===== src/hdl/qacs_pkg.sv =====
`timescale 1ns / 1ps
package qacs_pkg;

  // Extra fraction bits carried by the vector during the micro-rotations.
  localparam int unsigned GUARD_BITS = 24;
  localparam int unsigned SCALE_BITS = 16;
  localparam int unsigned CODE_BITS  = 16;
  localparam logic [SCALE_BITS-1:0] SCALE_RESET = 16'd360;

  typedef struct packed {
    logic valid;
    logic hold;   // angle already final, micro-rotations leave it alone
  } qacs_ctrl_t;

  // atan(2^-i) / (2*pi), 32 fraction bits of a turn, round to nearest
  localparam logic [31:0] ATAN_TURN32 [32] = '{
    32'd536870912, 32'd316933406, 32'd167458907, 32'd85004756,
    32'd42667331,  32'd21354465,  32'd10679838,  32'd5340245,
    32'd2670163,   32'd1335087,   32'd667544,    32'd333772,
    32'd166886,    32'd83443,     32'd41722,     32'd20861,
    32'd10430,     32'd5215,      32'd2608,      32'd1304,
    32'd652,       32'd326,       32'd163,       32'd81,
    32'd41,        32'd20,        32'd10,        32'd5,
    32'd3,         32'd1,         32'd1,         32'd0
  };

  // Table entry rounded half up to frac_bits fraction bits of a turn.
  function automatic logic [31:0] turn_step(input int unsigned step,
                                            input int unsigned frac_bits);
    logic [32:0]  t;
    int unsigned  sh;
    t  = {1'b0, ATAN_TURN32[step[4:0]]};
    sh = 32 - frac_bits;
    if (sh == 0) begin
      return t[31:0];
    end
    t = (t + (33'd1 << (sh - 1))) >> sh;
    return t[31:0];
  endfunction

endpackage


===== src/hdl/qacs_post.sv =====
`timescale 1ns / 1ps
module qacs_post import qacs_pkg::*; #(
  parameter int unsigned AW = 24
) (
  input  logic                  clk_i,
  input  logic                  rst_ni,
  input  qacs_ctrl_t            ctrl_i,
  input  logic [AW-1:0]         z_i,
  input  logic [SCALE_BITS-1:0] scale_i,
  output logic                  done_o,
  output logic [CODE_BITS-1:0]  code_o
);

  localparam int unsigned PW = AW + SCALE_BITS;
  localparam logic [AW-1:0] HALF_STEP = {1'b1, {(AW-1){1'b0}}};

  logic                 prod_vld_q, done_q;
  logic [PW-1:0]        prod_q;
  logic [CODE_BITS:0]   code_sum;
  logic [CODE_BITS-1:0] code_d, code_q;

  always_comb begin
    code_sum = {1'b0, prod_q[PW-1:AW]} + {{CODE_BITS{1'b0}}, (prod_q[AW-1:0] > HALF_STEP)};
    code_d   = code_sum[CODE_BITS] ? {CODE_BITS{1'b1}} : code_sum[CODE_BITS-1:0];
  end

  always_ff @(posedge clk_i or negedge rst_ni) begin
    if (!rst_ni) begin
      prod_vld_q <= 1'b0;
      done_q     <= 1'b0;
    end else begin
      prod_vld_q <= ctrl_i.valid;
      done_q     <= prod_vld_q;
    end
  end

  always_ff @(posedge clk_i) begin
    prod_q <= PW'(z_i) * PW'(scale_i);
    code_q <= code_d;
  end

  assign done_o = done_q;
  assign code_o = code_q;

endmodule


===== config.mk =====
export PLATFORM = sky130hd
export DESIGN_NAME = qacs_post
export DESIGN_NICKNAME = d
export VERILOG_FILES = /design/src/hdl/qacs_pkg.sv /design/src/hdl/qacs_post.sv
export SDC_FILE = /design/constraint.sdc
export NUM_CORES = 1
export LEC_CHECK = 0
export BUFFER_PORTS_ARGS = -buffer_cell sky130_fd_sc_hd__buf_4
export CAP_MARGIN = 20
export CORE_UTILIZATION = 59
export DETAILED_ROUTE_END_ITERATION = 10
export PLACE_DENSITY = 0.8
export SETUP_SLACK_MARGIN = 0.4
export SLEW_MARGIN = 15
export SYNTH_ARGS = -nofsm -noshare
export SYNTH_HDL_FRONTEND = slang
export SYNTH_SLANG_ARGS = --single-unit

===== constraint.sdc =====
create_clock -name clk_i -period 2.25 [get_ports clk_i]
set_input_delay 0 -clock clk_i [delete_from_list [all_inputs] [get_ports clk_i]]
set_output_delay 0 -clock clk_i [all_outputs]
set_load 0.005 [all_outputs]

==> results of run 1 <==
[final cells by class]
class | count | area (µm²) | area share
Multi-Input combinational cell | 1110 | 12600 | 0.673
Antenna cell | 1 | 2.50 | 0.000134
Timing Repair Buffer | 299 | 2950 | 0.158
Sequential cell | 58 | 1170 | 0.0628
Tap cell | 313 | 392 | 0.0209
Inverter | 342 | 1280 | 0.0687
Clock inverter | 6 | 72.6 | 0.00388
Clock buffer | 10 | 239 | 0.0128
[per-stage QoR]
stage / cells / hold WS (ns) / setup WS [ns] / util / setup TNS [ns]
finish: 2139 / 0.254 / -2.95 / 0.813 / -84.74
floorplan: 1575 / -0.296 / -2.77 / - / -77.03
global route: 2138 / 0.258 / -3.10 / 0.813 / -88.96
global placement: 2059 / -0.218 / -3.06 / 0.713 / -92.20
CTS: 2114 / 0.237 / -2.63 / 0.774 / -78.35
detailed placement: 2059 / -0.217 / -3.13 / 0.713 / -94.23
[state kept, by name, summed over array words and instances (netlist names)]
| name | count |
|---|---|
| code_o | 16 |
| done_o | 1 |
| prod_q | 40 |
| prod_vld_q | 1 |
[timing repair]
action / in CTS / in global routing
hold buffers: 3 / 0
buffers inserted: 33 / 20
setup endpoints to repair: 52 / 52
gates resized for setup: 182 / 164
endpoints found under the hold margin: 3 / 0
pin swaps: 66 / 79
cloned: 3 / 4
[how the worst min path moves through the flow]
stage | from | endpoint | slack (ns) | depth (start not counted)
after global routing | scale_i[0] | prod_q[0]$_DFF_P_ | 0.26 | 3
final | scale_i[0] | prod_q[0]$_DFF_P_ | 0.25 | 3
after floorplan | rst_ni | done_o$_DFF_PN0_ | -0.30 | 0
after global placement | rst_ni | done_o$_DFF_PN0_ | -0.22 | 1
after CTS | scale_i[0] | prod_q[0]$_DFF_P_ | 0.24 | 3
after detailed placement | rst_ni | done_o$_DFF_PN0_ | -0.22 | 1
[cell families after synthesis]
kind of cell               count (synthesis)  share of synthesized area
muxes                                      1                   0.000715
buffers and inverters                    408                      0.111
xor gates and xnor gates                  46                     0.0288
AOI/OAI and AO/OA                        121                     0.0557
DFF                                       58                     0.0837
adders and majority gates                420                      0.540
and+or+nand+nor                          521                      0.180
[routing by layer]
layer / routed length [µm] / up-vias / track usage
met5: 0 / - / 0
met4: 2770 / 0 / 0.144
met2: 22700 / 673 / 0.620
met1: 14300 / 6084 / 0.353
met3: 3000 / 248 / 0.0519
li1: - / 5183 / -
[worst register-to-register path, cell delays in order, from the launching register on]
cell and delay, ns:
dfxtp_2 0.31, nor4_2 0.26, buf_4 0.16, nand4_1 0.08, o21a_1 0.22, ha_4 0.17
ha_4 0.15, and3_4 0.19, and2_4 0.19, nand4_1 0.12, xor2_1 0.21, nand2_1 0.07
[Yosys cell counts (20+ instances only)]
| cell | count |
|---|---|
| a21oi_1 | 45 |
| and2_1 | 168 |
| clkbuf_1 | 59 |
| dfxtp_1 | 56 |
| fa_1 | 306 |
| ha_1 | 114 |
| inv_1 | 342 |
| nand2_1 | 274 |
| nor2_1 | 20 |
| o21ai_0 | 24 |
| xnor2_1 | 25 |
| xor2_1 | 21 |
==> qor.csv, run 1 <==
stage,metric,value,unit
status,status,finished with violations,
status,violations,setup timing,
layout,area_delta_synth_final,33.6,%
clocking,clk_pin_slew,0.06,ns
clocking,cts.sinks,58,
detailed_routing,vias,12200,
detailed_routing,drtIter0Drc,854,
clocking,numCtsBuffers,9,
global_route,grt-ovfl-total,0,
floorplan,fp.dieW,156,µm
synthesis,synth-async-reset-ratio,0.0345,
synthesis,syn_area,14000,µm²
setup_path,crit_slowest_cell,fa_2,
floorplan,rows,55,
layout,final_cell_mix,"303 x inv_1, 285 x fa_1, 228 x nand2_1",
worst_hold_path,hold_path_class,in2reg,
synthesis,yosys_register_bits,58,
global_route,grt_pass1_vias,13400,
detailed_routing,drc,0,
timing,slew_viol_final,0,
timing,relSlewSlack,0.675,
timing,fin_crit_sh,2.31,
setup_path,crit_top_cell,fa_2,
timing,tightest_slew,0.487,ns
timing,max_freq,192,MHz
global_route,grt_max_degree,19,
floorplan,die_h,156,µm
synthesis,synth_edf_count,0,
detailed_routing,wl_per_cell,20.0,µm
layout,num-fill-cells,1231,
global_route,antenna_found_initial,0,
place,gp_congestion,0.920,
synthesis,yosys.area.top_type,fa_1,
timing,period_needed,5.20,ns
setup_path,cp-startpoint,scale_i[10],
synthesis,synthTopCellsByArea,"fa_1 44%, ha_1 10%, inv_1 9.2%",
timing,setup_ws,-2.95,ns
setup_path,critPathCaptureType,flip-flop,
layout,final_nets,2284,
place,port_buffers,59,
global_route,grt_pass1_wl,61.8,mm
detailed_routing,dr.pass1.iters,6,
timing,finalSetupViolations,36,
setup_path,path_cells,buf_12 -> and2_4 -> fa_1 -> inv_1 -> fa_2 -> inv_2 -> fa_2 -> fa_2 -> fa_1 -> inv_1 -> fa_2 -> inv_2 -> ha_4 -> nand4_1 -> a2111oi_4 -> o32ai_4 -> o21bai_2 -> a31oi_1 -> xnor2_1,
setup_path,ff2ff_setup_slack,0.01,ns
synthesis,synthCells,1575,
timing,skew,0.0101,ns
clocking,clk_latency,0.33,ns
clocking,htree_levels,3,
global_route,gr-usage-all-layers,0.326,
timing,hold_viol_final,0,
setup_path,path_depth,19,
synthesis,seq_area_frac_synth,0.0837,
synthesis,ys_warn_count,0,
floorplan,ios,61,
clocking,cts.path.max_buffers,2,
detailed_routing,ant_nets,0,
synthesis,avgSynthCellArea,8.89,µm²
detailed_routing,finalWirelength,42.8,mm
floorplan,die_area,24300,µm²
setup_path,cp-endpoint,prod_q[32]$_DFF_P_,
layout,final_area,18700,µm²
setup_path,cp.arrival,5.42,ns
setup_path,timing.rr.end,code_o[8]$_SDFF_PP1_,
setup_path,worstPathRequired,2.47,ns
timing,rsz0062_at_grt,yes,
setup_path,critPathMaxStageDelay,0.59,ns
detailed_routing,viasPerCell,5.70,
setup_path,critPathMaxFanout,14,
synthesis,yosysTopAreaCellShare,0.438,
layout,drive_gt1_frac,0.316,
clocking,root_buffer,clkbuf_16,
layout,final_common_cell,inv_1,
setup_path,worst_r2r_path_depth,11,
setup_path,critical-path-top-delay-family,adder cells,
synthesis,yosysUniqueCellTypes,59,
synthesis,synthesis.nets,2039,
floorplan,start_util,0.609,
synthesis,synth_top_flop_cell,dfxtp_1,
clocking,cts_tree,done,
setup_path,timing.rr.start,prod_q[2]$_DFF_P_,
place,dp_hpwl,28.6,mm
setup_path,crit_type,in2reg,
place,placed_cell_area,16400,µm²
flow_run,cap_violations,0,
setup_path,cp-start-kind,input pin,
floorplan,core,23000,µm²
setup_path,critPathBufInv,5,
Power of run 1 is not shown: default switching activity piles up to over one toggle a cycle in this logic, so the estimate is an artifact.
==> run 2, diff against run 1 <==
ABC_AREA = 1   (was default)
HOLD_SLACK_MARGIN = 0.05   (was default)
==> run 2 against run 1 <==
Register-to-register slack better by 0.14 ns. Hold slack lost 0.040 ns. Synthesized area rose by 7.6%. First-iteration DRC count up 38%. Flip-flop and latch count unchanged. The flow finishes with violations (DRC, setup timing). Highest routed layer is now met5. Critical path depth rose by 3. Global-route usage increased by 0.29 points. Wire length is 7.0% higher. Synthesized cell count increased by 29%.
==> qor.csv, run 2 <==
stage,metric,value,unit,change
global_route,grt_pass1_wl,68.2,mm,+10%
detailed_routing,ant_nets,0,,unchanged
timing,timing.hold.ws,0.214,ns,-0.0405 ns
place,preCtsSetupSlack,-2.72,ns,+0.411 ns
flow_run,cap_violations,0,,unchanged
synthesis,yosysTopAreaCellShare,0.407,,-0.0309
synthesis,synth-async-reset-ratio,0.0345,,unchanged
worst_hold_path,holdPathStages,4,,+1
place,dpl.cell_count,2474,,+20%
clocking,htree_levels,3,,unchanged
synthesis,yosys_register_bits,58,,unchanged
layout,layoutNonFillerInstCount,2553,,+19%
detailed_routing,drc,1,,+1
floorplan,fp.dieW,162,µm,+3.7%
place,placed_cell_area,17200,µm²,+5.0%
layout,final_area,20000,µm²,+6.8%
place,port_buffers,59,,unchanged
timing,fin_crit_sh,2.05,,-0.260
layout,drive_gt1_frac,0.303,,-0.0134
synthesis,synth_top_flop_cell,dfxtp_1,,
synthesis,synthCells,2027,,+29%
layout,regMostFlops,prod_q,,
timing,setup_ws,-2.37,ns,+0.586 ns
setup_path,crit_type,in2reg,,
timing,skew,0.00765,ns,-0.00242 ns
timing,max_freq,217,MHz,+13%
timing,period_needed,4.62,ns,-0.586 ns
global_route,grt_max_degree,19,,unchanged
floorplan,start_util,0.600,,-0.00918
clocking,clk_latency,0.33,ns,about the same
clocking,cts_tree,done,,
synthesis,avgSynthCellArea,7.43,µm²,-16%
synthesis,yosys.area.top_type,fa_1,,
place,dp_hpwl,31.9,mm,+11%
synthesis,synth_edf_count,0,,unchanged
synthesis,seq_area_frac_synth,0.0778,,-0.00591
setup_path,worst_r2r_path_depth,12,,+1
synthesis,synth-compound-area-share,0.0217,,-0.0340
setup_path,critPathMaxFanout,9,,-5
place,gp_congestion,0.913,,-0.74%
status,status,finished with violations,,
synthesis,ys_top_cells_by_count,"619 x inv_1, 598 x nand2_1, 306 x fa_1",,
synthesis,synth_top_family_by_area,adder cells,,
detailed_routing,dr.pass1.iters,9,,+3
timing,tightest_slew,0.373,ns,-0.114 ns
timing,hold_viol_final,0,,unchanged
floorplan,die_h,162,µm,+3.7%
timing,rsz0062_at_grt,yes,,
floorplan,core,25100,µm²,+9.2%
setup_path,cp-start-kind,input pin,,
layout,final_cell_mix,"533 x inv_1, 486 x nand2_1, 283 x fa_1",,
synthesis,yosys-mux-area-fraction,0,,-0.000715
setup_path,critPathCaptureType,flip-flop,,
clocking,clk_pin_slew,0.05,ns,about the same
detailed_routing,drtIter0Drc,1180,,+38%
setup_path,cp.arrival,4.86,ns,-0.56 ns
global_route,grt_pass1_vias,14800,,+10%
timing,finalSetupViolations,36,,unchanged
layout,antenna_cells,0,,-1
synthesis,synthAdderAreaFrac,0.501,,-0.0381
synthesis,synthTopCellsByArea,"fa_1 41%, inv_1 15%, nand2_1 15%",,
floorplan,die_area,26200,µm²,+7.5%
layout,largest_register_ffs,40,,unchanged
detailed_routing,viasPerCell,5.38,,-5.5%
timing,relSlewSlack,0.749,,+0.0735
layout,final_common_cell,inv_1,,
status,violations,"DRC, setup timing",,
layout,final_nets,2682,,+17%
synthesis,ys_warn_count,0,,unchanged
floorplan,rows,58,,+5.5%
clocking,cts.path.max_buffers,2,,unchanged
synthesis,yosysUniqueCellTypes,33,,-44%
synthesis,synth.most_common_cell,inv_1,,
floorplan,ios,61,,unchanged
synthesis,synth_xor_xnor_area_share,0.0169,,-0.0119
layout,area_delta_synth_final,32.5,%,
clocking,cts.sinks,58,,unchanged
setup_path,worstPathRequired,2.49,ns,+0.02 ns
detailed_routing,finalWirelength,45.8,mm,+7.0%
synthesis,synthSimpleGateAreaFrac,0.207,,+0.0268
worst_hold_path,hold_path_class,in2reg,,
global_route,gr-usage-all-layers,0.329,,+0.00291
timing,slew_viol_final,0,,unchanged
detailed_routing,vias,13700,,+13%
global_route,antenna_found_initial,1,,+1
synthesis,syn_area,15100,µm²,+7.6%
detailed_routing,wl_per_cell,17.9,µm,-10%
clocking,root_buffer,clkbuf_16,,
clocking,numCtsBuffers,9,,unchanged
global_route,grt-ovfl-total,0,,unchanged
synthesis,synthesis.nets,2491,,+22%
run 2: changes by cell type after synthesis, sizes merged, moves of 12 or more:
cell and delta:
inv +280, and2 -168, nand3 +31, nor2 +42
nand2 +349, xnor2 -17, clkbuf +19, a21oi -12
run 2: path summary, 6_finish.rpt:
| kind | from | slack, ns | endpoint |
|---|---|---|---|
| worst max-delay path | z_i[13] | -2.37 | prod_q[18]$_DFF_P_ |
| min in group asynchronous | rst_ni | 0.54 | prod_vld_q$_DFF_PN0_ |
| worst min-delay path | scale_i[0] | 0.21 | prod_q[0]$_DFF_P_ |
| worst max register to register | prod_q[1]$_DFF_P_ | 0.15 | code_o[8]$_SDFF_PP1_ |
| max in group asynchronous | rst_ni | 1.59 | done_o$_DFF_PN0_ |
| worst min register to register | prod_vld_q$_DFF_PN0_ | 0.36 | done_o$_DFF_PN0_ |
run 2: kinds of logic after synthesis:
kind of cell	Yosys count
compound gates	61
buf+inv	703
xor+xnor	29
simple gates	756
fa+ha+maj	420
flops	58
run 2: metrics by stage:
| step | TNS [ns] | utilization |
|---|---|---|
| 3_3_place_gp | -82.36 | 0.686 |
| 6_report | -74.33 | 0.795 |
| 4_1_cts | -68.59 | 0.752 |
| 3_5_place_dp | -86.33 | 0.686 |
| 2_1_floorplan | -71.12 | - |
| 5_1_grt | -78.37 | 0.795 |
run 2: worst max-delay path, cell delays in order:
cell     delay [ns]
buf_12         0.12
buf_12         0.11
nand2_1        0.07
fa_1           0.60
fa_1           0.47
fa_1           0.51
inv_1          0.05
fa_1           0.48
fa_1           0.52
inv_1          0.06
fa_1           0.54
inv_2          0.07
ha_4           0.33
nand2_4        0.08
inv_2          0.09
nand2_4        0.07
buf_4          0.14
nor2_4         0.13
nor2_4         0.05
nand2_4        0.09
buf_12         0.11
xor2_2         0.15
run 2: area by class of cell:
class	count	area, µm²
Timing Repair Buffer	261	2790
Tap cell	330	413
Fill cell	1492	5140
Clock buffer	10	239
Sequential cell	58	1180
Multi-Input combinational cell	1266	12900
Inverter	622	2350
Clock inverter	6	90.1
run 2: metal layers:
layer | track usage | vias up | part of all wire
li1 | - | 6060 | -
met1 | 0.371 | 6666 | 0.34
met2 | 0.611 | 762 | 0.52
met3 | 0.0572 | 256 | 0.081
met4 | 0.133 | 2 | 0.060
met5 | 0 | - | 0.00024
run 2: timing repair:
| action | in CTS | in global routing |
|---|---|---|
| endpoints found under the hold margin | 3 | 0 |
| setup buffers | 23 | 28 |
| pin swaps | 134 | 113 |
| endpoints found under the setup margin | 52 | 52 |
| gates resized for setup | 291 | 199 |
| hold buffers | 3 | 0 |
| gates cloned | 3 | 6 |
Power of run 2 is left out for the same reason.
