===== src/hdl/qacs_pkg.sv =====
`timescale 1ns / 1ps
package qacs_pkg;

  // Extra fraction bits carried by the vector during the micro-rotations.
  localparam int unsigned GUARD_BITS = 24;
  localparam int unsigned SCALE_BITS = 16;
  localparam int unsigned CODE_BITS  = 16;
  localparam logic [SCALE_BITS-1:0] SCALE_RESET = 16'd360;

  typedef struct packed {
    logic valid;
    logic hold;   // angle already final, micro-rotations leave it alone
  } qacs_ctrl_t;

  // atan(2^-i) / (2*pi), 32 fraction bits of a turn, round to nearest
  localparam logic [31:0] ATAN_TURN32 [32] = '{
    32'd536870912, 32'd316933406, 32'd167458907, 32'd85004756,
    32'd42667331,  32'd21354465,  32'd10679838,  32'd5340245,
    32'd2670163,   32'd1335087,   32'd667544,    32'd333772,
    32'd166886,    32'd83443,     32'd41722,     32'd20861,
    32'd10430,     32'd5215,      32'd2608,      32'd1304,
    32'd652,       32'd326,       32'd163,       32'd81,
    32'd41,        32'd20,        32'd10,        32'd5,
    32'd3,         32'd1,         32'd1,         32'd0
  };

  // Table entry rounded half up to frac_bits fraction bits of a turn.
  function automatic logic [31:0] turn_step(input int unsigned step,
                                            input int unsigned frac_bits);
    logic [32:0]  t;
    int unsigned  sh;
    t  = {1'b0, ATAN_TURN32[step[4:0]]};
    sh = 32 - frac_bits;
    if (sh == 0) begin
      return t[31:0];
    end
    t = (t + (33'd1 << (sh - 1))) >> sh;
    return t[31:0];
  endfunction

endpackage


===== src/hdl/qacs_cordic_stage.sv =====
`timescale 1ns / 1ps
module qacs_cordic_stage import qacs_pkg::*; #(
  parameter int unsigned VW   = 43,
  parameter int unsigned AW   = 24,
  parameter int unsigned STEP = 0
) (
  input  logic                 clk_i,
  input  logic                 rst_ni,
  input  qacs_ctrl_t           ctrl_i,
  input  logic signed [VW-1:0] x_i,
  input  logic signed [VW-1:0] y_i,
  input  logic        [AW-1:0] z_i,
  output qacs_ctrl_t           ctrl_o,
  output logic signed [VW-1:0] x_o,
  output logic signed [VW-1:0] y_o,
  output logic        [AW-1:0] z_o
);

  localparam logic [AW-1:0] TURN_INC = AW'(turn_step(STEP, AW));

  qacs_ctrl_t           ctrl_q;
  logic signed [VW-1:0] xs, ys, x_d, x_q, y_d, y_q;
  logic        [AW-1:0] z_d, z_q;

  always_comb begin
    xs = x_i >>> STEP;
    ys = y_i >>> STEP;
    if (!y_i[VW-1]) begin
      x_d = x_i + ys;
      y_d = y_i - xs;
      z_d = z_i + TURN_INC;
    end else begin
      x_d = x_i - ys;
      y_d = y_i + xs;
      z_d = z_i - TURN_INC;
    end
    if (ctrl_i.hold) begin
      z_d = z_i;
    end
  end

  always_ff @(posedge clk_i or negedge rst_ni) begin
    if (!rst_ni) begin
      ctrl_q <= '0;
    end else begin
      ctrl_q <= ctrl_i;
    end
  end

  always_ff @(posedge clk_i) begin
    x_q <= x_d;
    y_q <= y_d;
    z_q <= z_d;
  end

  assign ctrl_o = ctrl_q;
  assign x_o    = x_q;
  assign y_o    = y_q;
  assign z_o    = z_q;

endmodule


===== config.mk =====
export PLATFORM = sky130hd
export DESIGN_NAME = qacs_cordic_stage
export DESIGN_NICKNAME = d
export VERILOG_FILES = /design/src/hdl/qacs_pkg.sv /design/src/hdl/qacs_cordic_stage.sv
export SDC_FILE = /design/constraint.sdc
export NUM_CORES = 1
export LEC_CHECK = 0
export BUFFER_PORTS_ARGS = -buffer_cell sky130_fd_sc_hd__buf_2
export CORE_AREA = 3 3 211 110
export CTS_CLUSTER_DIAMETER = 60
export DETAILED_ROUTE_END_ITERATION = 8
export DIE_AREA = 0 0 214 113
export GPL_TIMING_DRIVEN = 0
export PLACE_DENSITY_LB_ADDON = 0.1
export SYNTH_ARGS = -nofsm -noshare
export SYNTH_HDL_FRONTEND = slang
export SYNTH_SLANG_ARGS = --single-unit

===== constraint.sdc =====
create_clock -name clk_i -period 0.8 [get_ports clk_i]
set_clock_uncertainty 0.05 [all_clocks]
set_input_delay 0.08 -clock clk_i [delete_from_list [all_inputs] [get_ports clk_i]]
set_output_delay 0.08 -clock clk_i [all_outputs]
set_load 0.05 [all_outputs]

==> results of run 1 <==
## registers in the layout, indices dropped and copies added (netlist names)
register  flops
ctrl_o        2
x_o          42
z_o          24
y_o          43
## cells in the final DEF (no fill, tap or decap), drive strengths merged, types with 29 or more instances in the layout
master         n
buf          354
a21oi        177
inv          143
ha           126
dfxtp        109
o21ai         99
nor2          96
nand2         82
xnor2         65
a21o          37
o21bai        31
clkbuf        31
dlygate4sd3   29
## stage by stage
| step | setup TNS [ns] | setup slack (ns) | cell area, µm² |
|---|---|---|---|
| floorplan | -91.32 | -1.63 | 11100 |
| global placement | -148.18 | -2.64 | 12600 |
| detailed placement | -149.79 | -2.62 | 12600 |
| CTS | -119.97 | -1.61 | 15900 |
| global route | -138.87 | -1.76 | 17100 |
| finish | -132.02 | -1.76 | 17100 |
## cell families after synthesis
logic type | synth area share (%)
buffers and inverters | 8.21
xor gates and xnor gates | 6.78
AOI/OAI and AO/OA | 30.4
muxes | 1.97
and+or+nand+nor | 15.5
DFF | 21.3
adders and majority gates | 15.8
## repair_timing
| item | in CTS | in global routing |
|---|---|---|
| endpoints found under the hold margin | 31 | 0 |
| hold buffers | 29 | 0 |
| gates resized for setup | 670 | 244 |
| setup endpoints to repair | 198 | 198 |
| gates cloned | 1 | 0 |
| pin swaps | 97 | 93 |
| buffers inserted | 60 | 41 |
## worst min path at each step
stage | depth (start not counted) | startpoint | endpoint
detailed placement | 1 | rst_ni | ctrl_o[1]
finish | 3 | x_i[1] | y_o[1]
floorplan | 0 | rst_ni | ctrl_o[0]
global route | 3 | x_i[1] | y_o[1]
global placement | 1 | rst_ni | ctrl_o[1]
CTS | 4 | y_i[0] | y_o[0]
## final cells by class
type,instances,area [µm²],share of cell area (%)
sequential,111,2370,13.9
clock inverter,6,76.3,0.446
buffer,61,512,2.99
tap,300,375,2.19
multi-input combinational,1052,9430,55.1
timing repair buffer,344,3490,20.4
clock buffer,10,229,1.34
inverter,146,621,3.63
## power breakdown
| group | internal [W] | total [W] | switching (W) |
|---|---|---|---|
| logic | 0.00752 | 0.0191 | 0.0116 |
| registers | 0.00690 | 0.00766 | 0.000759 |
| clock network | 0.00249 | 0.00495 | 0.00246 |
| total | 0.0169 | 0.0317 | 0.0148 |
## metal layers
layer	track usage [%]	part of all wire (%)	vias up
met5	0	0	-
li1	-	-	5586
met1	50.1	38	6387
met3	10.8	13	284
met2	62.4	44	1114
met4	15.3	5.1	0
==> metrics, run 1 <==
max-slew violations 0; Post-DRT Antenna Nets 0; Final Util ~80%; via count between 10000 and 15000; count of cell types in the netlist 83; Max Cap Violations 0; Fmax achieved between 300 and 400 MHz; Die Span Y 113 µm; Yosys top cell by area dfxtp_1; Inst Count DP about 1900; cell mode on critical path a31oi_4; Power Density 1850 nW/µm²; largest net degree at the start of global routing 21; setup violators final 198; Synth Net Count 1617; Worst Hold Slack approximately 0.063 ns; fin nets 1969; final wirelength 53.3 mm; post-synthesis cell area around 10000 µm²; CP Data Required Time 1.02 ns; initial DRC count 1871; Worst path depth 13; Placer Congestion 1.02; Buf/Inv on CP 2; Die W 214 µm; Avg Inst Size Synth roughly 7.6 µm²; startpoint types input port; sequential area share after synthesis 21.3%; critical path's slowest cell a2111o_1; outcome complete, but fails checks; synth warn 0; Slew @ Worst Pin 1.41 ns; CP arrival 2.78 ns; post-synth top area share between 20% and 30%; initial antenna violation count 0; Slew HR under 10%; Top Ports 226; crit path kind input port to register; Final Power ~0.032 W; drc violations 0; CTS tree yes; failing checks negative setup slack; CP endpoint x_o[40]; core area 21400 µm²; RSZ-0062 raised after global routing yes; # diodes 0; crit end category register; Tcrit/Tclk final 320%; first-pass GRT wire length about 73 mm; grt total ovfl 0; drt pass-1 iters 6; die area between 20000 and 25000 µm²; Vias/cell 6.59; Post-synth ARST share 1.80%; EDFF count, synth 0; CTS sink cnt 111; Post-synth top flop dfxtp_1; cell row count 38; worst hold-check path type input port to register; Max VDD drop 1720 µV; fillers approximately 1300; setup ws final -1.76 ns; H-Tree Depth 3; Pleak between 7 and 8 nW; # port buffers 225; crit-path max cell delay 0.39 ns; layout cells sized above 1 48.1%; Cells after Synth 1373; WL per Instance roughly 26 µm; clock root cell clkbuf_16; CP startpoint x_i[0]; vias in the first global route between 10000 and 15000; Hold Vio Cnt, Final 0; post-route insts no fill 2030; #FFs+latches synth 111; most numerous cell in the Yosys netlist a21oi_1; Tmin final 2.56 ns; cts bufs inserted 9; Post-synth top cells 172 x a21oi_1, 141 x inv_1, 126 x ha_1; GRT Total Usage between 30% and 40%; DP Wirelength between 30 and 40 mm; Top delay family on crit path compound AO/OA/AOI/OAI gates; CP max FO 5; crit path cell chain buf_12 -> ha_4 -> fa_2 -> nor2b_4 -> o311ai_4 -> buf_4 -> a31oi_4 -> nand3_2 -> nand3_4 -> a41o_4 -> a31oi_4 -> o21ai_2 -> a2111o_1; Worst-path clk slew ~0.08 ns; Clock Path Buffers 2; layout overhead on the synthesized area 63.5%; Initial Util roughly 50%; Synth area leaders dfxtp_1 21%, ha_1 15%, a21oi_1 8.2%
(Power assumes the default switching activity.)
==> inputs of run 2 (changes only) <==
- CORE_AREA: 3 3 211 110 -> 2 2 210 109
- DIE_AREA: 0 0 214 113 -> 0 0 212 111
==> run 2 against run 1 <==
  * The flow finishes with violations (negative hold slack, negative setup slack)
  * Non-clock buffer count up 32
  * Global-route usage up 4.6 points
  * Combinational power up 4%
  * Clock power down 2%
  * Wire length up 3.8%
  * Hold slack worse by 0.15 ns
  * Critical path depth down 1
  * Critical path type unchanged
  * Highest routed layer unchanged
==> metrics, run 2 (synthesized netlist as in run 1, its figures left out) <==
CTS sink cnt 111 (unchanged); setup violators final 198 (unchanged); layout cells sized above 1 49.5% (+1.5 points); drc violations 0 (unchanged); Max VDD drop 1650 µV (-3.9%); Max Cap Violations 0 (unchanged); outcome complete, but fails checks; grt total ovfl 0 (unchanged); Worst Hold Launch y_i[0]; vias in the first global route 12357 (-1.1%); cts bufs inserted 9 (unchanged); CP Data Required Time 1.06 ns (+0.04 ns); multi-input logic area 9580 µm² (+1.7%); Slew HR 17.0% (+11 points); sequential cell area 2370 µm² (-0.11%); first-pass GRT wire length 76.1 mm (+3.7%); Tcrit/Tclk final 336% (+16 points); Inst Count DP 1905 (+0.37%); Slew @ Worst Pin 1.24 ns (-0.163 ns); largest net degree at the start of global routing 22 (+4.8%); Fmax achieved 372 MHz (-4.8%); most frequent cells in the layout 123 x inv_1, 106 x ha_1, 106 x dfxtp_2; Pleak 7.63 nW (+2.5%); drt pass-1 iters 6 (unchanged); Worst Hold Slack -0.0893 ns (-0.152 ns); crit end category register; via count 13399 (+0.21%); clock root cell clkbuf_16; cts hold-fix bufs 29 (unchanged); Power Density 1840 nW/µm² (-0.50%); # diodes 0 (unchanged); CP arrival 2.95 ns (+0.17 ns); die area 23500 µm² (-2.7%); Setup TNS -137.56 ns (-5.54 ns); setup ws final -1.89 ns (-0.129 ns); number of flip-flops in the largest register 43 (unchanged); fin nets 2001 (+1.6%); Die Span Y 111 µm (-1.8%); Clock Path Buffers 2 (unchanged); initial antenna violation count 0 (unchanged); layout overhead on the synthesized area 67.9%; Worst-path clk slew 0.09 ns (about the same); cell row count 39 (+2.6%); post-route insts no fill 2069 (+1.9%); Initial Util 47.5% (-1.3 points); initial DRC count 2316 (+24%); DP Wirelength 37.2 mm (+8.2%); H-Tree Depth 3 (unchanged); fillers 1402 (+7.0%); Vias/cell 6.48 (-1.7%); Hold EP y_o[0]; final wirelength 55.4 mm (+3.8%); WL per Instance 26.8 µm (+1.9%); worst hold-check path type input port to register; Placer Congestion 1.01 (-0.86%); failing checks negative hold slack, negative setup slack; CP max FO 4 (-1); max-slew violations 0 (unchanged); Top Ports 226 (unchanged); dpl ws -2.85 ns (-0.237 ns); core area 22000 µm² (+2.6%); # port buffers 225 (unchanged); CTS tree yes; RSZ-0062 raised after global routing yes; most common cell after layout, fill and taps aside inv_1; crit path kind input port to register; Tmin final 2.69 ns (+0.129 ns); Post-DRT Antenna Nets 0 (unchanged); GRT Total Usage 43.6% (+4.6 points); WHS Path Cells 3 (unchanged); Die W 212 µm (-0.93%); Hold Vio Cnt, Final 1 (+1); startpoint types input port
-- run 2: changes by cell type in the layout (fill, tap and decap cells not counted), moves of 6 or more --
cell	previous run	this run
o21ai_1	20	34
o21ai_2	32	25
a21oi_1	106	97
a21oi_2	46	53
buf_2	109	98
buf_6	66	72
buf_4	63	92
o21ai_0	41	31
-- run 2: worst max-delay path by stage --
stage / from / end / slack [ns] / cells after the start
2_1_floorplan: x_i[0] / y_o[26] / -1.63 / 11
3_3_place_gp: x_i[11] / x_o[40] / -2.90 / 12
3_5_place_dp: x_i[11] / x_o[40] / -2.85 / 12
4_1_cts: x_i[17] / x_o[40] / -1.64 / 13
5_1_grt: x_i[0] / x_o[36] / -1.86 / 13
6_report: x_i[27] / x_o[36] / -1.89 / 12
-- run 2: layout make-up --
| class | count | area share (%) |
|---|---|---|
| Buffer | 61 | 3.14 |
| Clock buffer | 9 | 1.28 |
| Clock inverter | 7 | 0.399 |
| Inverter | 146 | 3.53 |
| Multi-Input combinational cell | 1052 | 54.6 |
| Sequential cell | 111 | 13.5 |
| Tap cell | 307 | 2.19 |
| Timing Repair Buffer | 376 | 21.4 |
-- run 2: per-stage QoR --
step / util (%) / power (W) / cell area, µm²
global route: 79.8 / 0.0332 / 17600
detailed placement: 57.2 / 0.0205 / 12600
global placement: 57.2 / 0.0205 / 12600
floorplan: - / 0.0166 / 11100
CTS: 74.1 / 0.0297 / 16300
finish: 79.8 / 0.0324 / 17600
-- run 2: metal layers --
| metal | up-vias | wire length [µm] | GRT usage (%) |
|---|---|---|---|
| li1 | 5641 | - | - |
| met1 | 6320 | 22500 | 62.3 |
| met2 | 1207 | 21100 | 57.2 |
| met3 | 231 | 9640 | 20.8 |
| met4 | 0 | 2170 | 11.4 |
| met5 | - | 0 | 0 |
-- run 2: critical path, cell delays in order --
cell      delay (ns)
buf_2           0.11
inv_1           0.05
ha_1            0.33
inv_1           0.10
a21oi_1         0.39
o31ai_2         0.24
a221oi_2        0.51
o31ai_4         0.15
and3_1          0.22
a211oi_4        0.32
o221ai_2        0.19
xnor2_1         0.25
-- run 2: timing repair --
item | 4_1_cts | 5_1_grt
hold endpoints to repair | 31 | 1
setup endpoints to repair | 198 | 198
pin swaps | 118 | 111
gates resized for setup | 715 | 237
gates cloned | 1 | 1
buffers inserted | 79 | 52
-- run 2: report_power, final --
group / internal (W) / switching (W) / total, W / leakage, nW
Clock: 0.00222 / 0.00264 / 0.00486 / 0.147
Sequential: 0.00690 / 0.000778 / 0.00767 / 0.944
Combinational: 0.00785 / 0.0120 / 0.0198 / 6.54
==> inputs of run 3 (changes only) <==
- CTS_CLUSTER_SIZE: default -> 8
- clock period: 0.8 -> 3 ns (I/O delays scaled with it)
==> run 3 against run 2 <==
  * The flow finishes with violations (negative setup slack)
  * Cell count fell by 5.6%
  * Utilization fell by 21 points
  * Wire length fell by 17%
  * Cell area fell by 26%
  * Combinational power fell by 81%
  * First-iteration DRC count fell by 24%
  * Worst setup slack improved by 1.8 ns
  * Total power fell by 79%
  * Sequential share of layout area rose by 3.7 points
  * Critical path type unchanged
  * Largest power group unchanged
  * Highest routed layer is now met5
==> metrics, run 3 (synthesized netlist as in run 1, its figures left out) <==
Slew HR 19.4% (+2.4 points); Worst-path clk slew 0.08 ns (about the same); Tcrit/Tclk final 102%; clock root cell clkbuf_16; setup violators final 4 (-98%); setup ws final -0.0497 ns (+1.84 ns); DP Wirelength 37.2 mm (about the same); most frequent cells in the layout 247 x buf_2, 161 x a21oi_1, 141 x inv_1; cell row count 39 (unchanged); cts bufs inserted 9 (unchanged); final wirelength 46.2 mm (-17%); Die W 212 µm (unchanged); crit end category register; Inst Count DP 1905 (unchanged); worst hold-check path type input port to register; Slew @ Worst Pin 1.21 ns (-0.0363 ns); # port buffers 225 (unchanged); Die Span Y 111 µm (unchanged); initial antenna violation count 0 (unchanged); Final Power 0.00681 W (-79%); core area 22000 µm² (unchanged); Worst Hold Launch ctrl_i[0]; wire length on met1 22.0 mm (-2.1%); # diodes 0 (unchanged); Power Density 525 nW/µm² (-72%); Placer Congestion 1.05 (+4.0%); Worst Hold Slack 0.0346 ns (+0.124 ns); Pleak 6.07 nW (-20%); Hold Vio Cnt, Final 0 (-1); post-route insts no fill 1954 (-5.6%); layout overhead on the synthesized area 23.9%; CP Data Required Time 3.20 ns (+2.14 ns); vias in the first global route 10771 (-13%); drt pass-1 iters 6 (unchanged); layout cells sized above 1 22.7% (-27 points); Initial Util 47.5% (unchanged); failing checks negative setup slack; GRT Total Usage 38.5% (-5.1 points); DR WL met3 7.82 mm (-19%); Hold EP ctrl_o[0]; largest net degree at the start of global routing 22 (unchanged); Clock Path Buffers 2 (unchanged); Max VDD drop 407 µV (-75%); drc violations 0 (unchanged); H-Tree Depth 3 (unchanged); grt total ovfl 0 (unchanged); CP max FO 10 (+6); Tmin final 3.05 ns; Fmax achieved 328 MHz; Post-DRT Antenna Nets 0 (unchanged); fin nets 1886 (-5.7%); first-pass GRT wire length 67.0 mm (-12%); Vias/cell 6.17 (-4.8%); outcome complete, but fails checks; WL per Instance 23.7 µm (-12%); CTS sink cnt 111 (unchanged); initial DRC count 1754 (-24%); most common cell after layout, fill and taps aside buf_2; max-slew violations 0 (unchanged); startpoint types input port; top sig layer met5; CP arrival 3.25 ns (+0.30 ns); via count 12049 (-10%); Top Ports 226 (unchanged); met2 wire length 15.8 mm (-25%); CTS tree yes; WHS Path Cells 1 (-2); number of flip-flops in the largest register 43 (unchanged); die area 23500 µm² (unchanged); Max Cap Violations 0 (unchanged); crit path kind input port to register
-- run 3: where the power goes --
part	internal [W]	switching [W]	leakage, nW	total [W]
clock network	0.000594	0.000652	0.150	0.00125
registers	0.00177	0.0000752	0.943	0.00185
logic	0.00101	0.00271	4.98	0.00372
-- run 3: how the worst max path moves through the flow --
stage,startpoint,end,slack (ns),depth (start not counted)
final,x_i[11],x_o[40],-0.05,12
after global routing,x_i[4],x_o[35],-0.01,15
after CTS,x_i[8],x_o[38],0.02,13
after detailed placement,x_i[11],x_o[40],-1.13,12
after global placement,x_i[11],x_o[40],-1.13,12
after floorplan,x_i[0],y_o[26],0.19,11
-- run 3: worst max-delay path, stage by stage --
cell and delay [ns]:
buf_2 0.10, inv_1 0.04, ha_1 0.35, buf_4 0.22
a21oi_2 0.26, o21ai_0 0.25, nor3_2 0.39, o21ai_2 0.19
a21oi_2 0.37, o21ai_0 0.21, and2_1 0.20, a2111o_1 0.37
-- run 3: final cells by class --
type / count / area [µm²]
clock buffers: 9 / 225
well taps: 307 / 384
flip-flops and latches: 111 / 2230
clock inverters: 7 / 75.1
inverters: 146 / 548
multi-input cells: 1052 / 7750
fillers: 2080 / 9040
plain buffers: 64 / 320
repair buffers: 258 / 1430
-- run 3: stage by stage --
| step | setup TNS (ns) | setup slack, ns | area, µm² | util (%) |
|---|---|---|---|---|
| 6_report | -0.138 | -0.0497 | 13000 | 58.9 |
| 3_3_place_gp | -21.39 | -1.13 | 12000 | 54.4 |
| 5_1_grt | -0.0259 | -0.0131 | 13000 | 58.9 |
| 3_5_place_dp | -20.70 | -1.13 | 12000 | 54.4 |
| 4_1_cts | 0 | 0.0162 | 12700 | 57.6 |
| 2_1_floorplan | 0 | 0.186 | 10500 | - |
-- run 3: what timing repair did --
item                                    in CTS  in global routing
pin swaps                                    4                 11
setup buffers                                4                  6
endpoints found under the setup margin      25                 29
hold endpoints to repair                    24                  0
hold buffers                                23                  0
resized for setup                           29                 61
-- run 3: routing by layer --
layer,up-vias,GRT usage [%]
li1,5388,-
met1,5682,61.1
met2,918,44.5
met3,59,19.0
met4,2,5.63
met5,-,0
