$ cat src/hdl/qacs_pkg.sv
`timescale 1ns / 1ps
package qacs_pkg;

  // Extra fraction bits carried by the vector during the micro-rotations.
  localparam int unsigned GUARD_BITS = 24;
  localparam int unsigned SCALE_BITS = 16;
  localparam int unsigned CODE_BITS  = 16;
  localparam logic [SCALE_BITS-1:0] SCALE_RESET = 16'd360;

  typedef struct packed {
    logic valid;
    logic hold;   // angle already final, micro-rotations leave it alone
  } qacs_ctrl_t;

  // atan(2^-i) / (2*pi), 32 fraction bits of a turn, round to nearest
  localparam logic [31:0] ATAN_TURN32 [32] = '{
    32'd536870912, 32'd316933406, 32'd167458907, 32'd85004756,
    32'd42667331,  32'd21354465,  32'd10679838,  32'd5340245,
    32'd2670163,   32'd1335087,   32'd667544,    32'd333772,
    32'd166886,    32'd83443,     32'd41722,     32'd20861,
    32'd10430,     32'd5215,      32'd2608,      32'd1304,
    32'd652,       32'd326,       32'd163,       32'd81,
    32'd41,        32'd20,        32'd10,        32'd5,
    32'd3,         32'd1,         32'd1,         32'd0
  };

  // Table entry rounded half up to frac_bits fraction bits of a turn.
  function automatic logic [31:0] turn_step(input int unsigned step,
                                            input int unsigned frac_bits);
    logic [32:0]  t;
    int unsigned  sh;
    t  = {1'b0, ATAN_TURN32[step[4:0]]};
    sh = 32 - frac_bits;
    if (sh == 0) begin
      return t[31:0];
    end
    t = (t + (33'd1 << (sh - 1))) >> sh;
    return t[31:0];
  endfunction

endpackage

$ cat src/hdl/qacs_pre.sv
`timescale 1ns / 1ps
module qacs_pre import qacs_pkg::*; #(
  parameter int unsigned INPUT_BITS = 16,
  parameter int unsigned AW         = 24,
  parameter int unsigned VW         = INPUT_BITS + GUARD_BITS + 3
) (
  input  logic                         clk_i,
  input  logic                         rst_ni,
  input  logic                         valid_i,
  input  logic signed [INPUT_BITS-1:0] cos_i,
  input  logic signed [INPUT_BITS-1:0] sin_i,
  output qacs_ctrl_t                   ctrl_o,
  output logic signed [VW-1:0]         x_o,
  output logic signed [VW-1:0]         y_o,
  output logic        [AW-1:0]         z_o
);

  localparam logic [AW-1:0] HALF_TURN    = {1'b1, {(AW-1){1'b0}}};
  localparam logic [AW-1:0] QUARTER_TURN = {2'b01, {(AW-2){1'b0}}};
  localparam logic [AW-1:0] THREEQ_TURN  = {2'b11, {(AW-2){1'b0}}};

  qacs_ctrl_t           ctrl_d, ctrl_q;
  logic signed [VW-1:0] x_d, x_q, y_d, y_q, cx, sy;
  logic        [AW-1:0] z_d, z_q;

  always_comb begin
    cx = {{(VW-INPUT_BITS){cos_i[INPUT_BITS-1]}}, cos_i} <<< GUARD_BITS;
    sy = {{(VW-INPUT_BITS){sin_i[INPUT_BITS-1]}}, sin_i} <<< GUARD_BITS;
    ctrl_d.valid = valid_i;
    ctrl_d.hold  = 1'b0;
    x_d = cx;
    y_d = sy;
    z_d = '0;
    if (cos_i == '0) begin
      ctrl_d.hold = 1'b1;
      z_d = sin_i[INPUT_BITS-1] ? THREEQ_TURN : QUARTER_TURN;
    end else if (sin_i == '0) begin
      ctrl_d.hold = 1'b1;
      z_d = cos_i[INPUT_BITS-1] ? HALF_TURN : '0;
    end else if (cos_i[INPUT_BITS-1]) begin
      // left half plane: turn by half a turn first
      x_d = -cx;
      y_d = -sy;
      z_d = HALF_TURN;
    end
  end

  always_ff @(posedge clk_i or negedge rst_ni) begin
    if (!rst_ni) begin
      ctrl_q <= '0;
    end else begin
      ctrl_q <= ctrl_d;
    end
  end

  always_ff @(posedge clk_i) begin
    x_q <= x_d;
    y_q <= y_d;
    z_q <= z_d;
  end

  assign ctrl_o = ctrl_q;
  assign x_o    = x_q;
  assign y_o    = y_q;
  assign z_o    = z_q;

endmodule

$ cat config.mk
export PLATFORM = sky130hd
export DESIGN_NAME = qacs_pre
export DESIGN_NICKNAME = d
export VERILOG_FILES = /design/src/hdl/qacs_pkg.sv /design/src/hdl/qacs_pre.sv
export SDC_FILE = /design/constraint.sdc
export NUM_CORES = 1
export LEC_CHECK = 0
export BUFFER_PORTS_ARGS = -buffer_cell sky130_fd_sc_hd__buf_4
export CAP_MARGIN = 5
export CORE_ASPECT_RATIO = 0.9
export CORE_MARGIN = 2
export CORE_UTILIZATION = 39
export CTS_BUF_LIST = sky130_fd_sc_hd__clkbuf_8
export CTS_CLUSTER_SIZE = 30
export DETAILED_ROUTE_END_ITERATION = 6
export PLACE_DENSITY = 0.79
export SETUP_SLACK_MARGIN = 0.1
export SYNTH_ARGS = -nofsm -noshare
export SYNTH_HDL_FRONTEND = slang
export SYNTH_SLANG_ARGS = --single-unit
$ cat constraint.sdc
create_clock -name clk_i -period 0.8 [get_ports clk_i]
set_input_delay 0.24 -clock clk_i [delete_from_list [all_inputs] [get_ports clk_i]]
set_output_delay 0.24 -clock clk_i [all_outputs]
set_load 0.02 [all_outputs]
==> metrics.cfg, run 1 <==
[outcome]
outcome = complete, but fails checks
failed_checks = setup timing

[global_routing]
grt_max_degree = 15
grt_pass1_wl_um = 7710
grt_overflow = 0
grt_use_total = 0.166
antenna_found_initial = 0
grt_pass1_vias = 1694

[finish]
antenna_cells = 0
synthToLayoutAreaGrowth_pct = 70.6
fill_cells = 382
drive_above_1_share = 0.634
instances_no_fill = 428
nets = 397

[min_path]
holdCritPathClass = input port to flop
min-delay-start = valid_i
min_to = ctrl_o[1]
whs_path_depth = 1

[cts]
htreeDepth = 2
cts.sinks = 42
cts_buffer_depth = 2
clkTransAtPathRegs_ps = 80
cts_buffers = 5
cts_tree = yes
clock-root-buffer = clkbuf_8

[detailed_routing]
drtIter0Drc = 36
vias_per_cell = 4.35
routed_wl_um = 5700
firstDrtPassIters = 4
ant_nets = 0
vias = 1862
wl_per_cell_um = 13.3
drc_errors = 0

[placement]
dp_hpwl_um = 4140
post-place-ws_ps = -1160
port-buffer-count = 76
place_congestion = 0.839
place_inst = 412

[sta]
tightest_slew_ps = 498
layout_setup_ws_ps = -882
setup_viol = 80
fmax_mhz = 595
post-route-period-util = 2.10
finalCriticalPeriod_ps = 1680
hold_viol_final = 0
rsz0062_at_grt = yes
report.final.slew_viol_count = 0
slew-limit-headroom = 0.665
setup_tns_ps = -34970
holdWs_ps = 49.0

[yosys]
synth.distinct_cells = 34
postSynthAreaPerCell_um2 = 9.60
synth-seq-cells = 42
syn_area_mm2 = 0.00216
synthTopCellsByArea = dfxtp_1 37%, buf_4 24%, xnor2_1 8.1%
syn_inst = 225
synthSimpleGateAreaFrac = 0.101
synth.most_common_cell = buf_4
yosysTopAreaCellShare = 0.371
async_reset_ff_frac = 0.0476
synthAdderAreaFrac = 0.0116
synth_xor_area_frac = 0.105
synth_top_family_by_area = buffers and inverters
synth_edf_count = 0
synthTopCellsByCount = 70 x buf_4, 40 x dfxtp_1, 20 x xnor2_1
ys.warnings.count = 0
synth_compound_area_frac = 0.119
ys_seq_area_frac = 0.394
synth_mux_area_frac = 0
yosys.area.top_type = dfxtp_1
synth_ff_type = dfxtp_1

[critical_path]
critPathCaptureType = flop
cp-start-kind = input port
crit_slowest_cell = o41a_4
max_stage_delay_ps = 570
worstPathMaxFanout = 7
worstPathCellList = buf_6, or4_4, o41a_4, buf_12, o21ai_0, xnor2_1
worst-path-buf-inv = 2
cp.arrival_ps = 1890
required_ps = 1010
crit_family = compound AO/OA/AOI/OAI gates
crit_type = input port to flop

[floorplan]
die_w_um = 82.4
fp.coreArea_mm2 = 0.00529
rows = 25
initial_core_util = 0.409
dieArea_mm2 = 0.00615
die_h_um = 74.6
ios = 147

[power]
cellLeakagePower_nw = 1.73
p_comb_frac = 0.336
p_per_area_mw_per_mm2 = 1510
p_int_mw = 3.76
irDropWorstVdd_v = 0.000854
power_frac_clock = 0.232
power_frac_seq = 0.432
p_sw_frac = 0.322
p_sw_mw = 1.79

[job]
maxCapViolations = 0

[through the flow]
step,total power [mW],utilization,instance area [um2]
CTS,5.45,0.657,3470
finish,5.55,0.697,3680
floorplan,3.45,-,2560
global route,5.79,0.697,3680
detailed placement,3.91,0.571,3020
global placement,3.88,0.571,3020
[metal layers]
layer / up-vias / track usage / part of all wire
met5: - / 0 / 0
met4: 0 / 0.0500 / 0.011
li1: 889 / - / -
met3: 6 / 0.0364 / 0.072
met2: 87 / 0.319 / 0.55
met1: 880 / 0.179 / 0.37
[repair_timing]
item                                    in CTS  in global routing
setup buffers                                3                  4
cloned                                       0                  1
endpoints found under the setup margin      80                 81
resized for setup                          114                 34
endpoints found under the hold margin        2                  0
pin swaps                                   15                 10
hold buffers                                 1                  0
[placed cells by master, fill, tap and decap left out, types with 3 or more instances in the layout]
| master | netlist | routed |
|---|---|---|
| o31ai_4 | 0 | 4 |
| clkbuf_8 | 0 | 5 |
| dfxtp_2 | 0 | 40 |
| inv_1 | 6 | 4 |
| buf_6 | 1 | 53 |
| a21oi_2 | 0 | 3 |
| xor2_1 | 6 | 6 |
| o21ai_2 | 0 | 6 |
| nand2_4 | 0 | 4 |
| nor2_1 | 7 | 5 |
| o41ai_4 | 0 | 3 |
| conb_1 | 1 | 70 |
| buf_4 | 70 | 76 |
| and2_1 | 3 | 3 |
| xnor2_1 | 20 | 17 |
| nand2_1 | 10 | 5 |
| nor3_1 | 4 | 3 |
| xnor2_2 | 0 | 3 |
[layout make-up]
cell class | count | area [um2] | share of cell area
Clock buffer | 5 | 68.8 | 0.0187
Inverter | 6 | 42.5 | 0.0115
Clock inverter | 3 | 13.8 | 0.00374
Multi-Input combinational cell | 171 | 1320 | 0.358
Tap cell | 67 | 83.8 | 0.0228
Timing Repair Buffer | 134 | 1260 | 0.341
Sequential cell | 42 | 901 | 0.244
[power groups by stage]
stage	registers, mW	clock network (mW)	logic (mW)
3_3_place_gp	2.37	0	1.51
6_report	2.39	1.29	1.86
5_1_grt	2.41	1.40	1.97
3_5_place_dp	2.38	0	1.54
4_1_cts	2.40	1.32	1.73
2_1_floorplan	2.60	0	0.848
[worst max path at each step]
| stage | end | start | cells after the start | slack (ps) |
|---|---|---|---|---|
| after floorplan | x_o[37] | sin_i[3] | 6 | -1040 |
| after global placement | y_o[31] | sin_i[0] | 8 | -1130 |
| after detailed placement | y_o[31] | sin_i[0] | 8 | -1160 |
| after CTS | x_o[37] | sin_i[3] | 6 | -830 |
| after global routing | x_o[31] | sin_i[11] | 6 | -950 |
| final | x_o[31] | sin_i[3] | 6 | -880 |
[sequential cells by signal, summed over array words and instances (netlist names)]
name	count
x_o	19
y_o	19
ctrl_o	2
z_o	2
[kinds of logic after synthesis]
logic type | count (synthesis)
flops | 42
xor+xnor | 26
simple gates | 40
buf+inv | 81
fa+ha+maj | 2
other cells | 1
compound gates | 33
(Power assumes the default switching activity.)
==> run 2: changes to the inputs <==
ABC_AREA = 1   (was unset)
CORE_UTILIZATION = 42   (was 39)
==> run 2 against run 1 <==
Effect of this change: the flow still finishes with violations (setup timing); power rose by 2.1%; maximum frequency increased by 57%; clock-buffer cell count increased by 1; first-iteration DRC count grew to 2.9 times the previous value; wire length up 25%; hold slack gained 5.5 ps; sequential power fell by 2%; global-route usage is 2.9 points higher; die area grew 14%; critical path type unchanged; largest cell class unchanged.
==> metrics.cfg, run 2 <==
[outcome]
outcome = complete, but fails checks
failed_checks = setup timing

[global_routing]
antenna_found_initial = 0
grt_max_degree = 20
grt_pass1_vias = 2491
grt_use_total = 0.195
grt_overflow = 0
grt_pass1_wl_um = 10800

[placement]
port-buffer-count = 76
dp_hpwl_um = 5050
place_inst = 579
place_congestion = 0.897

[detailed_routing]
vias_per_cell = 4.44
drtIter0Drc = 103
firstDrtPassIters = 5
drc_errors = 0
routed_wl_um = 7110
wl_per_cell_um = 11.9
vias = 2653
ant_nets = 0

[critical_path]
cp.arrival_ps = 1280
cp-start-kind = input port
cp-endpoint = x_o[36]
startpoint = sin_i[1]
required_ps = 1010
crit_type = input port to flop
worstPathMaxFanout = 19
critPathCaptureType = flop

[floorplan]
initial_core_util = 0.435
die_h_um = 79.5
rows = 27
die_w_um = 87.9
dieArea_mm2 = 0.00699
ios = 147
fp.coreArea_mm2 = 0.00611

[cts]
cts_buffer_depth = 2
cts_buffers = 5
htreeDepth = 2
clkTransAtPathRegs_ps = 100
cts.sinks = 42
clock-root-buffer = clkbuf_8
cts_tree = yes

[sta]
holdWs_ps = 54.5
report.final.slew_viol_count = 0
layout_setup_ws_ps = -271
finalCriticalPeriod_ps = 1070
setup_tns_ps = -14270
hold_viol_final = 0
fmax_mhz = 934
setup_viol = 80
rsz0062_at_grt = yes
post-route-period-util = 1.34

[yosys]
synth.distinct_cells = 36
syn_inst = 377
synth_ff_type = dfxtp_1
yosys.area.top_type = dfxtp_1
ys_seq_area_frac = 0.320
postSynthAreaPerCell_um2 = 7.06
yosysTopAreaCellShare = 0.301
synthTopCellsByCount = 105 x nand2_1, 70 x buf_4, 40 x dfxtp_1, 40 x inv_1, 31 x nor2_1
synth-seq-cells = 42
synth.most_common_cell = nand2_1
syn_area_mm2 = 0.00266
async_reset_ff_frac = 0.0476
synth_edf_count = 0
ys.warnings.count = 0
synthTopCellsByArea = dfxtp_1 30%, buf_4 20%, nand2_1 15%

[finish]
final_common_cell = nand2_1
drive_above_1_share = 0.497
nets = 547
instances_no_fill = 598
synthToLayoutAreaGrowth_pct = 56.2
final_cell_mix = 94 x nand2_1, 75 x buf_4, 70 x conb_1
antenna_cells = 0

[power]
irDropWorstVdd_v = 0.000815
power_mw = 5.66
p_per_area_mw_per_mm2 = 1360
cellLeakagePower_nw = 2.18

[job]
maxCapViolations = 0

[min_path]
holdCritPathClass = input port to flop

## run 2: what timing repair did
| item | CTS | global route |
|---|---|---|
| setup endpoints to repair | 80 | 80 |
| pin swaps | 16 | 16 |
| hold buffers | 1 | 0 |
| setup buffers | 7 | 5 |
| gates resized for setup | 135 | 25 |
| gates cloned | 0 | 0 |
| hold endpoints to repair | 2 | 0 |
## run 2: logic make-up (layout without fill, tap and decap cells)
logic type,count (synthesis),after routing,synth area share
flip-flops,42,42,0.320
other,1,70,0.00141
XOR/XNOR,8,8,0.0263
AND/OR/NAND/NOR,185,185,0.328
adder cells (fa/ha/maj),2,2,0.00941
AO/OA/AOI/OAI,19,19,0.0376
buffers and inverters,120,185,0.277
## run 2: worst max-delay path, stage by stage
cell and delay, ps:
buf_12 110, inv_12 40, ha_4 130, nand3_4 100, nor2_8 130, nand3_4 110, buf_12 180, nand3_2 60
nand2_1 50, nand2_1 60, inv_1 50
## run 2: final cells by class
| type | count | area (um2) |
|---|---|---|
| multi-input cells | 284 | 1590 |
| repair buffers | 134 | 1260 |
| clock inverters | 2 | 12.5 |
| clock buffers | 6 | 82.6 |
| well taps | 87 | 109 |
| flip-flops and latches | 42 | 901 |
| fillers | 454 | 1960 |
| inverters | 43 | 208 |
## run 2: worst min path at each step
| stage | startpoint | endpoint | slack, ps | depth (start not counted) |
|---|---|---|---|---|
| 2_1_floorplan | rst_ni | ctrl_o[0] | -60 | 0 |
| 3_3_place_gp | rst_ni | ctrl_o[1] | 20 | 1 |
| 3_5_place_dp | rst_ni | ctrl_o[1] | 20 | 1 |
| 4_1_cts | valid_i | ctrl_o[1] | 50 | 1 |
| 5_1_grt | valid_i | ctrl_o[1] | 50 | 1 |
| 6_report | valid_i | ctrl_o[1] | 50 | 1 |
## run 2: where the power goes
part           switching (mW)  total, mW  internal, mW
Combinational            1.05       1.83         0.784
Clock                   0.788       1.48         0.695
Sequential             0.0741       2.35          2.27
Total                    1.91       5.66          3.75
## run 2: through the flow
| stage | utilization | setup WS (ps) | instance area [um2] |
|---|---|---|---|
| CTS | 0.663 | -250 | 4050 |
| global route | 0.679 | -335 | 4150 |
| detailed placement | 0.574 | -595 | 3510 |
| floorplan | - | -351 | 3050 |
| global placement | 0.574 | -553 | 3510 |
| finish | 0.679 | -271 | 4150 |
## run 2: layer usage
metal  vias to the layer above  routed length (um)  global-route usage
met5                         -                   0                   0
met4                         0                 127              0.0600
met3                        13                 617              0.0383
met2                       139                3590               0.369
met1                      1213                2770               0.216
li1                       1288                   -                   -
==> run 3: changes to the inputs <==
CORE_UTILIZATION = 30   (was 42)
PLACE_DENSITY = unset   (was 0.79)
==> run 3 against run 2 <==
Effect of this change: the run still ends with setup timing left; clock-buffer cell count is 1 lower; die area grew 38%; setup slack better by 28 ps; flip-flop and latch count stayed put; power down 2.9%; hold slack worse by 9.7 ps; critical path depth decreased by 10; final cell count up 6.0%; sequential share of layout area rose by 0.11 points; largest cell class unchanged; largest power group unchanged.
==> metrics.cfg, run 3 (synthesized netlist as in run 2, its figures left out) <==
[outcome]
outcome = complete, but fails checks
failed_checks = setup timing

[global_routing]
grt_pass1_vias = 2263
antenna_found_initial = 0
grt_max_degree = 20
grt_use_total = 0.135
grt_pass1_wl_um = 10400
grt_overflow = 0

[sta]
rsz0062_at_grt = yes
post-route-period-util = 1.30
report.final.slew_viol_count = 0
fmax_mhz = 959
hold_viol_final = 0
layout_setup_ws_ps = -242
finalCriticalPeriod_ps = 1040
setup_viol = 80

[finish]
final_common_cell = nand2_1
synthToLayoutAreaGrowth_pct = 55.4
instances_no_fill = 634
nets = 551
final_cell_mix = 100 x nand2_1, 84 x buf_4, 70 x conb_1
design_area_mm2 = 0.00413
drive_above_1_share = 0.476
antenna_cells = 0

[cts]
cts_tree = yes
clkTransAtPathRegs_ps = 90
clock-root-buffer = clkbuf_8
cts.sinks = 42
cts_buffers = 5
cts_buffer_depth = 2
htreeDepth = 2

[detailed_routing]
ant_nets = 0
vias = 2551
drtIter0Drc = 120
firstDrtPassIters = 4
vias_per_cell = 4.02
drc_errors = 0
routedLengthMet1_um = 2900
dr_wl_met2_um = 3140
dr_wl_met3_um = 617
routed_wl_um = 6720
top_layer_used = met4
wl_per_cell_um = 10.6

[floorplan]
die_w_um = 103
ios = 147
rows = 32
dieArea_mm2 = 0.00964
fp.coreArea_mm2 = 0.00861
die_h_um = 93.3
initial_core_util = 0.309

[critical_path]
crit_slowest_cell = dfrtp_1
required_ps = 560
cp.arrival_ps = 800
worst-path-buf-inv = 1
critPathCaptureType = output pin
crit_family = flip-flops
max_stage_delay_ps = 380
worstPathCellList = buf_6
crit_type = flop to output pin
worstPathMaxFanout = 1
cp-start-kind = flop

[placement]
place_congestion = 0.806
place_inst = 617
dp_hpwl_um = 5150
port-buffer-count = 76
dpl_cell_area_mm2 = 0.00359

[power]
cellLeakagePower_nw = 2.19
irDropWorstVdd_v = 0.000636
p_per_area_mw_per_mm2 = 1330

[min_path]
holdCritPathClass = input port to flop

[job]
maxCapViolations = 0

[run 3: cell types whose count changed in the layout (fill, tap and decap cells not counted), moves of 5 or more]
cell	change
nand2_1	+6
nand2_2	-6
buf_4	+9
buf_6	-5
[run 3: layout make-up]
class                      count  area [um2]
fill                         841        4470
multi-input combinational    284        1530
timing repair buffer         138        1270
sequential                    42         901
inverter                      43         209
tap                          119         149
clock buffer                   5        68.8
clock inverter                 3        13.8
[run 3: stage by stage]
step	TNS [ps]	power [mW]	hold WS [ps]	util	setup slack (ps)
final	-14160	5.50	44.9	0.480	-242
after floorplan	-9250	3.50	-55.6	-	-351
after global routing	-17560	5.79	30.3	0.480	-313
after detailed placement	-20140	3.92	23.0	0.418	-596
after CTS	-13810	5.49	42.0	0.471	-249
after global placement	-19840	3.91	23.2	0.418	-601
[run 3: path summary, 6_finish.rpt]
check,depth (start not counted),end,startpoint,slack (ps)
max in group asynchronous,2,ctrl_o[0],rst_ni,460
worst max-delay path,1,ctrl_o[1],ctrl_o[1],-240
worst min-delay path,1,ctrl_o[1],valid_i,40
min in group asynchronous,2,ctrl_o[1],rst_ni,250
[run 3: power by group]
| part | internal (mW) | leakage, nW | switching [mW] | total, mW |
|---|---|---|---|---|
| Clock | 0.594 | 0.0491 | 0.769 | 1.36 |
| Sequential | 2.27 | 0.365 | 0.0734 | 2.35 |
| Combinational | 0.777 | 1.78 | 1.01 | 1.79 |
[run 3: per-layer routing]
layer / vias to the layer above / GRT usage
met5: - / 0
met4: 0 / 0.0329
met3: 6 / 0.0359
met2: 108 / 0.224
met1: 1141 / 0.175
li1: 1296 / -
[run 3: timing repair]
action,CTS,global route
buffers inserted,4,4
gates resized for setup,119,16
setup endpoints to repair,81,81
hold buffers,1,0
pin swaps,5,8
cloned,0,0
hold endpoints to repair,2,0
